<file path="src/rtl/core/exl_pkg.sv">
// Shared types, character codes and helper functions of the expression lexer.
// Depends on nothing.
`timescale 1ns / 1ps

package exl_pkg;

   // character codes
   localparam logic [7:0] CH_STAR   = 8'h2A;
   localparam logic [7:0] CH_PLUS   = 8'h2B;
   localparam logic [7:0] CH_MINUS  = 8'h2D;
   localparam logic [7:0] CH_SLASH  = 8'h2F;
   localparam logic [7:0] CH_LPAREN = 8'h28;
   localparam logic [7:0] CH_RPAREN = 8'h29;
   localparam logic [7:0] CH_DOT    = 8'h2E;
   localparam logic [7:0] CH_LT     = 8'h3C;
   localparam logic [7:0] CH_GT     = 8'h3E;
   localparam logic [7:0] CH_EQ     = 8'h3D;
   localparam logic [7:0] CH_SPACE  = 8'h20;
   localparam logic [7:0] CH_TAB    = 8'h09;
   localparam logic [7:0] CH_CR     = 8'h0D;
   localparam logic [7:0] CH_ZERO   = 8'h30;
   localparam logic [7:0] CH_NINE   = 8'h39;
   localparam logic [7:0] CH_UP_A   = 8'h41;
   localparam logic [7:0] CH_UP_Z   = 8'h5A;
   localparam logic [7:0] CH_LO_A   = 8'h61;
   localparam logic [7:0] CH_LO_Z   = 8'h7A;

   // action codes on the result
   localparam logic [1:0] ACT_SKIP   = 2'd0;
   localparam logic [1:0] ACT_APPEND = 2'd1;
   localparam logic [1:0] ACT_NEW    = 2'd2;
   localparam logic [1:0] ACT_ERR    = 2'd3;

   // token kinds
   localparam logic [2:0] KIND_INT  = 3'd0;
   localparam logic [2:0] KIND_DEC  = 3'd1;
   localparam logic [2:0] KIND_NAME = 3'd2;
   localparam logic [2:0] KIND_OP   = 3'd3;
   localparam logic [2:0] KIND_LT   = 3'd4;
   localparam logic [2:0] KIND_LE   = 3'd5;
   localparam logic [2:0] KIND_GT   = 3'd6;
   localparam logic [2:0] KIND_GE   = 3'd7;

   localparam logic [1:0] QUEUE_DEPTH = 2'd2;

   typedef enum logic [3:0] {
      ST_INT   = 4'd0,
      ST_DEC   = 4'd1,
      ST_FRAC  = 4'd2,
      ST_NAME  = 4'd3,
      ST_OP    = 4'd4,
      ST_LT1   = 4'd5,
      ST_LT2   = 4'd6,
      ST_GT1   = 4'd7,
      ST_GT2   = 4'd8,
      ST_SPACE = 4'd9
   } lex_state_type;

   typedef enum logic [3:0] {
      CL_DIGIT = 4'd0,
      CL_ALPHA = 4'd1,
      CL_WS    = 4'd2,
      CL_OP    = 4'd3,
      CL_DOT   = 4'd4,
      CL_LT    = 4'd5,
      CL_GT    = 4'd6,
      CL_EQ    = 4'd7,
      CL_OTHER = 4'd8
   } class_type;

   typedef enum logic [2:0] {
      MV_SKIP   = 3'd0,
      MV_APPEND = 3'd1,
      MV_NEW    = 3'd2,
      MV_ERR    = 3'd3,
      MV_CLOSE  = 3'd4
   } move_type;

   // classified character as it travels from front to back
   typedef struct packed {
      logic [7:0] char_in;
      class_type  cls;
      logic       is_last;
   } item_type;

   // handshake between front queue and back end
   typedef struct packed {
      logic     valid;
      item_type item;
   } link_type;

   typedef struct packed {
      logic [7:0] char_echo;
      logic [1:0] action;
      logic       closes_prior;
      logic [2:0] token_kind;
      logic       closes_at_end;
      logic       failed;
      logic       end_of_string;
   } rsp_type;

   function automatic class_type classify(logic [7:0] c);
      class_type cl;
      case (c) inside
         [CH_ZERO:CH_NINE]:                   cl = CL_DIGIT;
         [CH_UP_A:CH_UP_Z], [CH_LO_A:CH_LO_Z]: cl = CL_ALPHA;
         CH_SPACE, [CH_TAB:CH_CR]:            cl = CL_WS;
         CH_STAR, CH_PLUS, CH_MINUS, CH_SLASH,
         CH_LPAREN, CH_RPAREN:                cl = CL_OP;
         CH_DOT:                              cl = CL_DOT;
         CH_LT:                               cl = CL_LT;
         CH_GT:                               cl = CL_GT;
         CH_EQ:                               cl = CL_EQ;
         default:                             cl = CL_OTHER;
      endcase
      return cl;
   endfunction

   function automatic logic [2:0] kind_of(lex_state_type st);
      logic [2:0] k;
      unique case (st)
         ST_DEC, ST_FRAC: k = KIND_DEC;
         ST_NAME:         k = KIND_NAME;
         ST_OP:           k = KIND_OP;
         ST_LT1:          k = KIND_LT;
         ST_LT2:          k = KIND_LE;
         ST_GT1:          k = KIND_GT;
         ST_GT2:          k = KIND_GE;
         default:         k = KIND_INT;
      endcase
      return k;
   endfunction

endpackage

</file>
<file path="src/rtl/core/exl_front.sv">
// Front end: classifies each accepted byte and holds it in a two-entry queue.
// Depends on exl_pkg.
`timescale 1ns / 1ps

module exl_front
   import exl_pkg::*;
(
   input  logic       clock,
   input  logic       reset,
   input  logic       push,
   output logic       full,
   input  logic [7:0] req_char_in,
   input  logic       req_is_last,
   output link_type   link,
   input  logic       take
);

   item_type   q_ff [2];
   logic       wr_ff, wr_in;
   logic       rd_ff, rd_in;
   logic [1:0] cnt_ff, cnt_in;
   logic       do_push, do_pop;

   assign full    = (cnt_ff == QUEUE_DEPTH);
   assign do_push = push && !full;
   assign do_pop  = take && (cnt_ff != 2'd0);

   assign link.valid = (cnt_ff != 2'd0);
   assign link.item  = q_ff[rd_ff];

   always_comb begin
      wr_in  = do_push ? ~wr_ff : wr_ff;
      rd_in  = do_pop ? ~rd_ff : rd_ff;
      cnt_in = cnt_ff + {1'b0, do_push} - {1'b0, do_pop};
   end

   always_ff @(posedge clock) begin
      if (reset) begin
         wr_ff  <= 1'b0;
         rd_ff  <= 1'b0;
         cnt_ff <= 2'd0;
      end else begin
         wr_ff  <= wr_in;
         rd_ff  <= rd_in;
         cnt_ff <= cnt_in;
      end
   end

   always_ff @(posedge clock) begin
      if (do_push) begin
         q_ff[wr_ff] <= '{char_in: req_char_in, cls: classify(req_char_in),
                          is_last: req_is_last};
      end
   end

endmodule

</file>
<file path="src/rtl/core/exl_back.sv">
// Back end: lexer state machine, error latch and two-entry result queue.
// Depends on exl_pkg.
`timescale 1ns / 1ps

module exl_back
   import exl_pkg::*;
(
   input  logic     clock,
   input  logic     reset,
   input  link_type link,
   output logic     take,
   output logic     empty,
   input  logic     pop,
   output rsp_type  rsp
);

   lex_state_type st_ff, st_in;
   logic          err_ff, err_in;
   move_type      mv;
   lex_state_type nxt;
   logic          new_err;
   rsp_type       res;

   rsp_type       q_ff [2];
   logic          wr_ff, wr_in;
   logic          rd_ff, rd_in;
   logic [1:0]    cnt_ff, cnt_in;
   logic          do_pop;

   class_type     cl;
   logic          last;

   assign cl   = link.item.cls;
   assign last = link.item.is_last;
   assign take = link.valid && (cnt_ff != QUEUE_DEPTH);

   // transition decode
   always_comb begin
      logic err;
      logic done;
      err  = 1'b0;
      done = 1'b0;
      mv   = MV_ERR;
      nxt  = st_ff;
      if (cl == CL_OTHER) begin
         done = 1'b1;
      end else begin
         unique case (st_ff)
            ST_SPACE: begin
               if (cl == CL_WS) begin
                  mv = MV_SKIP; done = 1'b1;
               end
               err = (cl == CL_DOT) || (cl == CL_EQ);
            end
            ST_INT: begin
               if (cl == CL_DIGIT) begin
                  mv = MV_APPEND; done = 1'b1;
               end else if (cl == CL_DOT) begin
                  mv = MV_APPEND; nxt = ST_DEC; done = 1'b1;
               end
               err = (cl == CL_EQ);
            end
            ST_DEC: begin
               if (cl == CL_DIGIT) begin
                  mv = MV_APPEND; nxt = ST_FRAC;
               end
               done = 1'b1;
            end
            ST_FRAC: begin
               if (cl == CL_DIGIT) begin
                  mv = MV_APPEND; done = 1'b1;
               end
               err = (cl == CL_DOT) || (cl == CL_EQ);
            end
            ST_NAME: begin
               if ((cl == CL_DIGIT) || (cl == CL_ALPHA)) begin
                  mv = MV_APPEND; done = 1'b1;
               end
               err = (cl == CL_DOT) || (cl == CL_EQ);
            end
            ST_OP: begin
               err = (cl == CL_DOT) || (cl == CL_EQ);
            end
            ST_LT1: begin
               if (cl == CL_EQ) begin
                  mv = MV_APPEND; nxt = ST_LT2; done = 1'b1;
               end
               err = (cl == CL_DIGIT) || (cl == CL_DOT);
            end
            ST_LT2: begin
               err = (cl == CL_EQ) || (cl == CL_DIGIT) || (cl == CL_DOT);
            end
            ST_GT1: begin
               if (cl == CL_EQ) begin
                  mv = MV_APPEND; nxt = ST_GT2; done = 1'b1;
               end
               err = (cl == CL_DOT);
            end
            ST_GT2: begin
               err = (cl == CL_DOT) || (cl == CL_EQ);
            end
            default: begin
               done = 1'b1;
            end
         endcase
         if (!done) begin
            if (err) begin
               mv = MV_ERR;
            end else if (cl == CL_WS) begin
               mv  = MV_CLOSE;
               nxt = ST_SPACE;
            end else begin
               mv = MV_NEW;
               unique case (cl)
                  CL_DIGIT: nxt = ST_INT;
                  CL_ALPHA: nxt = ST_NAME;
                  CL_OP:    nxt = ST_OP;
                  CL_LT:    nxt = ST_LT1;
                  default:  nxt = ST_GT1;
               endcase
            end
         end
      end
   end

   // a pending point left open by the last byte also rejects the string
   assign new_err = err_ff || (mv == MV_ERR) || (last && (nxt == ST_DEC));

   // next state
   always_comb begin
      st_in  = st_ff;
      err_in = err_ff;
      if (take) begin
         if (last) begin
            st_in  = ST_SPACE;
            err_in = 1'b0;
         end else begin
            if (!err_ff && (mv != MV_ERR)) begin
               st_in = nxt;
            end
            err_in = new_err;
         end
      end
   end

   // result fields
   always_comb begin
      res               = '0;
      res.char_echo     = link.item.char_in;
      res.end_of_string = last;
      res.failed        = new_err;
      res.action        = ACT_ERR;
      if (!err_ff) begin
         unique case (mv)
            MV_SKIP: begin
               res.action = ACT_SKIP;
            end
            MV_CLOSE: begin
               res.action       = ACT_SKIP;
               res.closes_prior = 1'b1;
               res.token_kind   = kind_of(st_ff);
            end
            MV_APPEND: begin
               res.action     = ACT_APPEND;
               res.token_kind = kind_of(nxt);
            end
            MV_NEW: begin
               res.action       = ACT_NEW;
               res.closes_prior = (st_ff != ST_SPACE);
               res.token_kind   = kind_of(nxt);
            end
            default: begin
               res.action = ACT_ERR;
            end
         endcase
         res.closes_at_end = last && !new_err && (nxt != ST_SPACE);
      end
   end

   // result queue
   assign empty  = (cnt_ff == 2'd0);
   assign do_pop = pop && !empty;
   assign rsp    = q_ff[rd_ff];

   always_comb begin
      wr_in  = take ? ~wr_ff : wr_ff;
      rd_in  = do_pop ? ~rd_ff : rd_ff;
      cnt_in = cnt_ff + {1'b0, take} - {1'b0, do_pop};
   end

   always_ff @(posedge clock) begin
      if (reset) begin
         st_ff  <= ST_SPACE;
         err_ff <= 1'b0;
         wr_ff  <= 1'b0;
         rd_ff  <= 1'b0;
         cnt_ff <= 2'd0;
      end else begin
         st_ff  <= st_in;
         err_ff <= err_in;
         wr_ff  <= wr_in;
         rd_ff  <= rd_in;
         cnt_ff <= cnt_in;
      end
   end

   always_ff @(posedge clock) begin
      if (take) begin
         q_ff[wr_ff] <= res;
      end
   end

endmodule

</file>
<file path="src/rtl/core/expression_lexer_fsm.sv">
// Expression lexer: one byte in, one classified result out, per transfer.
// A pushed byte is held in the front queue, then its result in the result queue.
// Throughput: one byte per cycle while the result queue has room.
// Reset: synchronous, active high; empties both queues, lexer goes between tokens,
// error latch cleared. No clearing pass; push is taken the cycle after reset drops.
`timescale 1ns / 1ps

module expression_lexer_fsm
   import exl_pkg::*;
(
   input  logic       clock,
   input  logic       reset,
   // input channel
   input  logic       push,
   output logic       full,
   input  logic [7:0] req_char_in,
   input  logic       req_is_last,
   // result channel
   output logic       empty,
   input  logic       pop,
   output logic [7:0] rsp_char_echo,
   output logic [1:0] rsp_action,
   output logic       rsp_closes_prior,
   output logic [2:0] rsp_token_kind,
   output logic       rsp_closes_at_end,
   output logic       rsp_failed,
   output logic       rsp_end_of_string
);

   // Front -> back link. The front classifies each byte on the way in and
   // buffers it; the back pulls one entry per cycle while its result queue
   // has room. Either side can stall without stopping the other while
   // the two-entry queues between them have room.
   link_type link;
   logic     take;
   rsp_type  rsp;

   exl_front u_front (
      .clock       (clock),
      .reset       (reset),
      .push        (push),
      .full        (full),
      .req_char_in (req_char_in),
      .req_is_last (req_is_last),
      .link        (link),
      .take        (take)
   );

   // The back end owns the lexer state and error latch. On the last byte
   // of a string both return to their reset values, so strings may follow
   // one another with no gap.
   exl_back u_back (
      .clock (clock),
      .reset (reset),
      .link  (link),
      .take  (take),
      .empty (empty),
      .pop   (pop),
      .rsp   (rsp)
   );

   // result fields straight from the head of the result queue
   assign rsp_char_echo     = rsp.char_echo;
   assign rsp_action        = rsp.action;
   assign rsp_closes_prior  = rsp.closes_prior;
   assign rsp_token_kind    = rsp.token_kind;
   assign rsp_closes_at_end = rsp.closes_at_end;
   assign rsp_failed        = rsp.failed;
   assign rsp_end_of_string = rsp.end_of_string;

endmodule

</file>
<file path="config.mk">
export PLATFORM = sky130hd
export DESIGN_NAME = expression_lexer_fsm
export DESIGN_NICKNAME = d
export VERILOG_FILES = /design/src/rtl/core/exl_pkg.sv /design/src/rtl/core/exl_front.sv /design/src/rtl/core/exl_back.sv /design/src/rtl/core/expression_lexer_fsm.sv
export SDC_FILE = /design/constraint.sdc
export NUM_CORES = 1
export LEC_CHECK = 0
export ABC_CLOCK_PERIOD_IN_PS = 3430
export BUFFER_PORTS_ARGS = -buffer_cell sky130_fd_sc_hd__buf_4
export CELL_PAD_IN_SITES_DETAIL_PLACEMENT = 0
export CELL_PAD_IN_SITES_GLOBAL_PLACEMENT = 1
export CORE_MARGIN = 4
export CORE_UTILIZATION = 40
export CTS_BUF_LIST = sky130_fd_sc_hd__clkbuf_2 sky130_fd_sc_hd__clkbuf_4 sky130_fd_sc_hd__clkbuf_8
export DETAILED_ROUTE_END_ITERATION = 8
export PLACE_DENSITY = 0.7
export SYNTH_ARGS = -nofsm -noshare
export SYNTH_HDL_FRONTEND = slang
export SYNTH_SLANG_ARGS = --single-unit
</file>
<file path="constraint.sdc">
create_clock -name clock -period 3.43 [get_ports clock]
set_input_delay 0.1715 -clock clock [delete_from_list [all_inputs] [get_ports clock]]
set_output_delay 0.1715 -clock clock [all_outputs]
set_load 0.03 [all_outputs]
</file>
==> run metrics, run 1 <==
GR Util met2 23.4%; Critical Path AT 3370 ps; Slew @ Worst Pin 749 ps; worst endpoint required time between 3000 and 4000 ps; Post-Syn Instances 344; Pwr per Cell Area 1040 nW/um^2; Setup CP Type reg2reg; FF-to-FF Start u_back.st_ff[2]; IO Pins 32; WL/cell between 15 and 20 um; GRT Max-Usage Layer met2; number of global-route vias before repair 2,694; Initial DRC Count roughly 190; placer congestion estimate ~0.86; Cell variety after synth 64; die area around 12,000 sq um; Final nets 424; Clock transition at path regs 80 ps; hpwl dp 5.98 mm; Register Area 2160 sq um; WHS between 30 and 40 ps; CP max stage cell or4b_4; f_max 304 MHz; synthesized net count 368; routing usage on met1 21.0%; setup TNS 0 ps; initial antenna violation count 0; post-route insts no fill 538; post-synthesis sequential area ratio 53.7%; Tot GR Track Use 15.2%; pin count of the biggest net entering global routing 26; chip height 108 um; detailed-router iteration count before antenna repair 4; clock skew approximately 11 ps; Vias 2,790; worst hold stages 1; DRC 0; TritonCTS buffer count 9; Area growth, synth to finish 20.5%; Rel. slew slack 50.0%; outcome finished clean; most frequent cells in the layout 60 x edfxtp_1, 57 x buf_4, 34 x nor2_1, 29 x mux2_2, 24 x inv_1; clock sink count 78; worst reg-to-reg path cell count 12; grt total ovfl 0; Leakage 1.87 nW; Max clock buf depth 2; footprint of the multi-input gates 1770 sq um; VDD IR-drop max between 0.3 and 0.4 mV; fin util about half; vias per std cell 5.19; Synth async-reset ratio 0%; placed cell count 515; Min-Delay Path Class in2reg; first-pass GRT wire length about 14 mm; final hold vios 0; unrepaired setup endpoints after global routing false; CTS root buf clkbuf_8; Max Slew Vio Count 0; M3 GR Usage around 3.6%; hold_sp req_char_in[7]; mean area per synthesized cell 11.7 sq um; #FFs+latches synth a little under 80; area of the core just under 10,000 sq um; antenna viol nets, final 0; main flop type after synthesis edfxtp_1; site row count 36; drt total wl 8.42 mm; EDFF count, synth 60; H-tree depth 3; Diodes inserted 0; minimum clock period 3290 ps; CP Launch Type flip-flop; crit-path max cell delay roughly 530 ps; worst path cell trace or4b_4 > o211a_1 > a311o_1 > or2_4 > a31oi_1 > o22a_1 > buf_4 > inv_1 > ha_1 > and3_1 > a311oi_1 > o32ai_1; layout cells sized above 1 between 30% and 40%; RR Endpoint u_back.q_ff[0][3]; WHS Endpoint u_front.q_ff[0][12]; Ys Warns 0; period utilization between 90 and 100%; reg2reg setup slack 140 ps; CP endpoint kind flip-flop; commonest non-fill, non-tap cell in the layout edfxtp_1; Initial Util 41.2%; Crit Path Max Fanout 6; IO Port Bufs 31; Netlist Area Pre-Place 4030 sq um; CTS tree done; clk_lat worst skew between 300 and 400 ps; Die Span X about 110 um; Max Cap Violations 0; Setup violations, final 0; filler instances 864
-- power by group --
group | total, mW | switching, mW | internal (mW)
Combinational | 2.77 | 1.60 | 1.18
Sequential | 1.56 | 0.124 | 1.43
Clock | 0.710 | 0.365 | 0.346
Total | 5.04 | 2.09 | 2.96
-- metal layers --
layer	routed length, um	up-vias
met5	0	-
met4	143	0
met3	353	9
met2	4010	61
met1	3920	1339
li1	-	1381
-- final cells by class --
cell class	count	share of cell area, %
Clock buffer	9	2.55
Clock inverter	7	1.67
Inverter	24	1.86
Multi-Input combinational cell	228	36.5
Sequential cell	78	44.5
Tap cell	133	3.43
Timing Repair Buffer	59	9.43
-- registers in the layout, indices dropped and copies added (netlist names), named ones only --
name / flops
u_back.cnt_ff: 2
u_front.wr_ff: 1
u_back.rd_ff: 1
u_front.rd_ff: 1
u_front.q_ff: 26
u_back.err_ff: 1
u_back.q_ff: 34
u_front.cnt_ff: 2
u_back.wr_ff: 1
u_back.st_ff: 4
-- cells in the mapped netlist, types with 7 or more instances --
master / n / area, sq um
mux2_2: 29 / 327
o21ai_0: 11 / 55.1
and3_1: 7 / 43.8
clkbuf_1: 11 / 41.3
ha_1: 11 / 138
nor3_1: 8 / 40.0
edfxtp_1: 60 / 1800
inv_1: 24 / 90.1
a21oi_1: 8 / 40.0
dfxtp_1: 18 / 360
nand2_1: 15 / 56.3
nor2_1: 35 / 131
nand3_1: 7 / 35.0
-- kinds of logic (layout without fill, tap and decap cells) --
family,Yosys count,count (layout),synth area share (%)
AOI/OAI and AO/OA,59,60,11.7
xor gates and xnor gates,9,9,1.96
adders and majority gates,11,11,3.42
buffers and inverters,39,99,4.22
DFF,78,78,53.7
muxes,35,35,9.60
and+or+nand+nor,113,113,15.4
-- worst max path at each step --
stage	start	endpoint	slack (ps)	cells after the start
after floorplan	u_back.st_ff[2]	flip-flop	140	14
after global placement	flip-flop	flip-flop	120	14
after detailed placement	flip-flop	flip-flop	20	14
after CTS	flip-flop	flip-flop	30	14
after global routing	flip-flop	u_back.q_ff[0][3]	20	13
final	u_back.st_ff[2]	u_back.q_ff[0][3]	140	12
-- worst max-delay path, delay by kind of cell, from the launching register on --
family          cells  cell delay, ps
flops               1             320
fa+ha+maj           1             170
simple gates        3             980
buf+inv             2             180
compound gates      6            1370
-- what timing repair did --
| action | 4_1_cts | 5_1_grt |
|---|---|---|
| hold buffers | 1 | 0 |
| buffers inserted | 0 | 5 |
| setup endpoints to repair | 3 | 9 |
| endpoints found under the hold margin | 2 | 0 |
| gates resized for setup | 1 | 14 |
| pin swaps | 0 | 3 |
| gates cloned | 0 | 1 |
-- per-stage QoR --
stage	worst slack, ps	total power [mW]	area, sq um
6_report	136	5.04	4860
5_1_grt	17.7	5.41	4860
4_1_cts	25.5	4.91	4750
3_5_place_dp	22.7	4.18	4530
3_3_place_gp	119	4.15	4530
2_1_floorplan	144	3.43	4030
No activity file was read; power rests on OpenSTA's default activity.
==> run 2, diff against run 1 <==
--- a/config.mk
+++ b/config.mk
@@ -10,10 +10,11 @@
 export CELL_PAD_IN_SITES_DETAIL_PLACEMENT = 0
 export CELL_PAD_IN_SITES_GLOBAL_PLACEMENT = 1
 export CORE_MARGIN = 4
-export CORE_UTILIZATION = 40
+export CORE_UTILIZATION = 45
 export CTS_BUF_LIST = sky130_fd_sc_hd__clkbuf_2 sky130_fd_sc_hd__clkbuf_4 sky130_fd_sc_hd__clkbuf_8
 export DETAILED_ROUTE_END_ITERATION = 8
-export PLACE_DENSITY = 0.7
+export PLACE_DENSITY = 0.78
+export REMOVE_ABC_BUFFERS = 1
 export SYNTH_ARGS = -nofsm -noshare
 export SYNTH_HDL_FRONTEND = slang
 export SYNTH_SLANG_ARGS = --single-unit
==> run 2 against run 1 <==
Against the previous run: combinational power shrank 5%; first-iteration DRC count shrank 40%; sequential share of layout area grew 1.2 points; via count shrank 2.7%; highest routed layer unchanged; largest power group unchanged; final cell count shrank 5.9%; worst hold slack lost 5.3 ps.
==> run metrics, run 2 (same netlist as run 1, synthesis figures left out) <==
outcome finished clean; reg2reg setup slack 200 ps (+60 ps); clock skew 7.72 ps (-2.82 ps); worst endpoint required time 3720 ps (+210 ps); initial antenna violation count 0 (unchanged); max reg flops 34 (unchanged); CP Launch Type flip-flop; drt total wl 7.82 mm (-7.1%); Psw 2.00 mW (-4.0%); H-tree depth 3 (unchanged); WL/cell 15.5 um (-1.2%); clk_lat worst skew 350 ps (about the same); period utilization 94.2% (-1.8 points); Vias 2,715 (-2.7%); DRC 0 (unchanged); Max Cap Violations 0 (unchanged); worst reg-to-reg path cell count 12 (unchanged); VDD IR-drop max 0.352 mV (-12%); WHS 27.5 ps (-5.29 ps); hpwl dp 5.60 mm (-6.3%); site row count 34 (-5.6%); filler instances 773 (-11%); Max Slew Vio Count 0 (unchanged); pin count of the biggest net entering global routing 26 (unchanged); chip height 103 um (-5.3%); setup TNS 0 ps (unchanged); Placed Area 4480 sq um (-1.0%); placer congestion estimate 0.910 (+5.3%); clock sink count 78 (unchanged); die area 10,500 sq um (-10%); Initial DRC Count 115 (-40%); fin util 54.3% (+4.6 points); Final nets 417 (-1.7%); most flop-heavy register u_back.q_ff; Crit Path Max Fanout 6 (unchanged); Comb power frac 54.1% (-0.9 points); IO Pins 32 (unchanged); Initial Util 46.2% (+5.0 points); Critical Path AT 3520 ps (+150 ps); cell-internal power 2.87 mW (-2.8%); layout cells sized above 1 29.6% (-2.2 points); CTS root buf clkbuf_8; Pwr per Cell Area 1030 nW/um^2 (-0.77%); Final Cell Area 4730 sq um (-2.6%); FF-to-FF Start u_back.st_ff[2]; Max clock buf depth 2 (unchanged); Sw Share 41.1% (-0.28 points); Leakage 1.83 nW (-2.0%); Top Registers u_back.q_ff x34, u_front.q_ff x26, u_back.st_ff x4; Seq pwr share 32.0% (+1.1 points); worst hold stages 1 (unchanged); detailed-router iteration count before antenna repair 4 (unchanged); Clock transition at path regs 80 ps (about the same); TritonCTS buffer count 9 (unchanged); Die Span X 103 um (-5.3%); Rel. slew slack 32.6% (-17 points); number of global-route vias before repair 2,626 (-2.5%); vias per std cell 5.37 (+3.5%); CTS tree done; first-pass GRT wire length 13.0 mm (-5.7%); CP endpoint kind flip-flop; Clk pwr share 13.9% (-0.2 points); area of the core 8720 sq um (-11%); Area growth, synth to finish 17.5%; Setup CP Type reg2reg; antenna viol nets, final 0 (unchanged); IO Port Bufs 31 (unchanged); Diodes inserted 0 (unchanged); grt total ovfl 0 (unchanged); commonest non-fill, non-tap cell in the layout edfxtp_1; Setup violations, final 0 (unchanged); Slew @ Worst Pin 1010 ps (+258 ps); minimum clock period 3230 ps (-62.7 ps); final hold vios 0 (unchanged); Min-Delay Path Class in2reg; f_max 309 MHz (+1.9%); Crit. Startpoint u_back.st_ff[2]; most frequent cells in the layout 60 x edfxtp_1, 51 x buf_4, 34 x nor2_1, 29 x mux2_2, 24 x inv_1; Tot GR Track Use 16.0% (+0.80 points)
-- run 2: worst min path at each step --
stage / start / endpoint
finish: req_char_in[6] / u_front.q_ff[0][11]
global route: req_char_in[6] / u_front.q_ff[1][11]
CTS: req_char_in[6] / u_front.q_ff[0][11]
detailed placement: req_is_last / u_front.q_ff[1][0]
global placement: req_is_last / u_front.q_ff[0][0]
floorplan: reset / u_back.cnt_ff[0]
-- run 2: cell type report --
class	count	area [sq um]	area share [%]
tap	108	135	2.86
sequential	78	2160	45.7
multi-input combinational	227	1740	36.7
clock buffer	9	124	2.62
timing repair buffer	53	413	8.73
clock inverter	7	72.6	1.53
inverter	24	90.1	1.90
-- run 2: routing by layer --
metal,routed length [um],vias to the layer above,GRT usage (%),share of wire (%)
li1,-,1365,-,-
met4,168,0,7.57,2.1
met2,3700,56,25.6,47
met3,262,14,3.04,3.3
met1,3690,1280,21.0,47
met5,0,-,0,0
-- run 2: worst max-delay path: stages, from the launching register on --
cell and delay (ps):
dfxtp_1 320, or4b_4 530, o211a_1 130, a311o_1 370
or2_4 280, a31oi_1 180, o22a_1 220, a41oi_1 180
or2_1 270, ha_1 280, inv_1 30, mux2_2 250
o21ai_0 120
-- run 2: power by group through the flow --
stage / clock network [mW] / logic (mW) / registers [mW]
2_1_floorplan: 0 / 1.74 / 1.61
5_1_grt: 0.734 / 2.88 / 1.60
6_report: 0.680 / 2.64 / 1.56
3_3_place_gp: 0 / 2.56 / 1.57
3_5_place_dp: 0 / 2.58 / 1.59
4_1_cts: 0.693 / 2.59 / 1.56
-- run 2: metrics by stage --
step	setup WS [ps]	power, mW	instances
after floorplan	-289	3.35	329
after global placement	145	4.13	488
after detailed placement	75.5	4.17	488
after CTS	38.6	4.85	505
after global routing	-5.06	5.21	506
final	199	4.88	506
-- run 2: what timing repair did --
| item | 4_1_cts | 5_1_grt |
|---|---|---|
| hold buffers | 1 | 0 |
| gates resized for setup | 0 | 9 |
| buffers inserted | 0 | 1 |
| setup endpoints to repair | 0 | 9 |
| endpoints found under the hold margin | 2 | 0 |
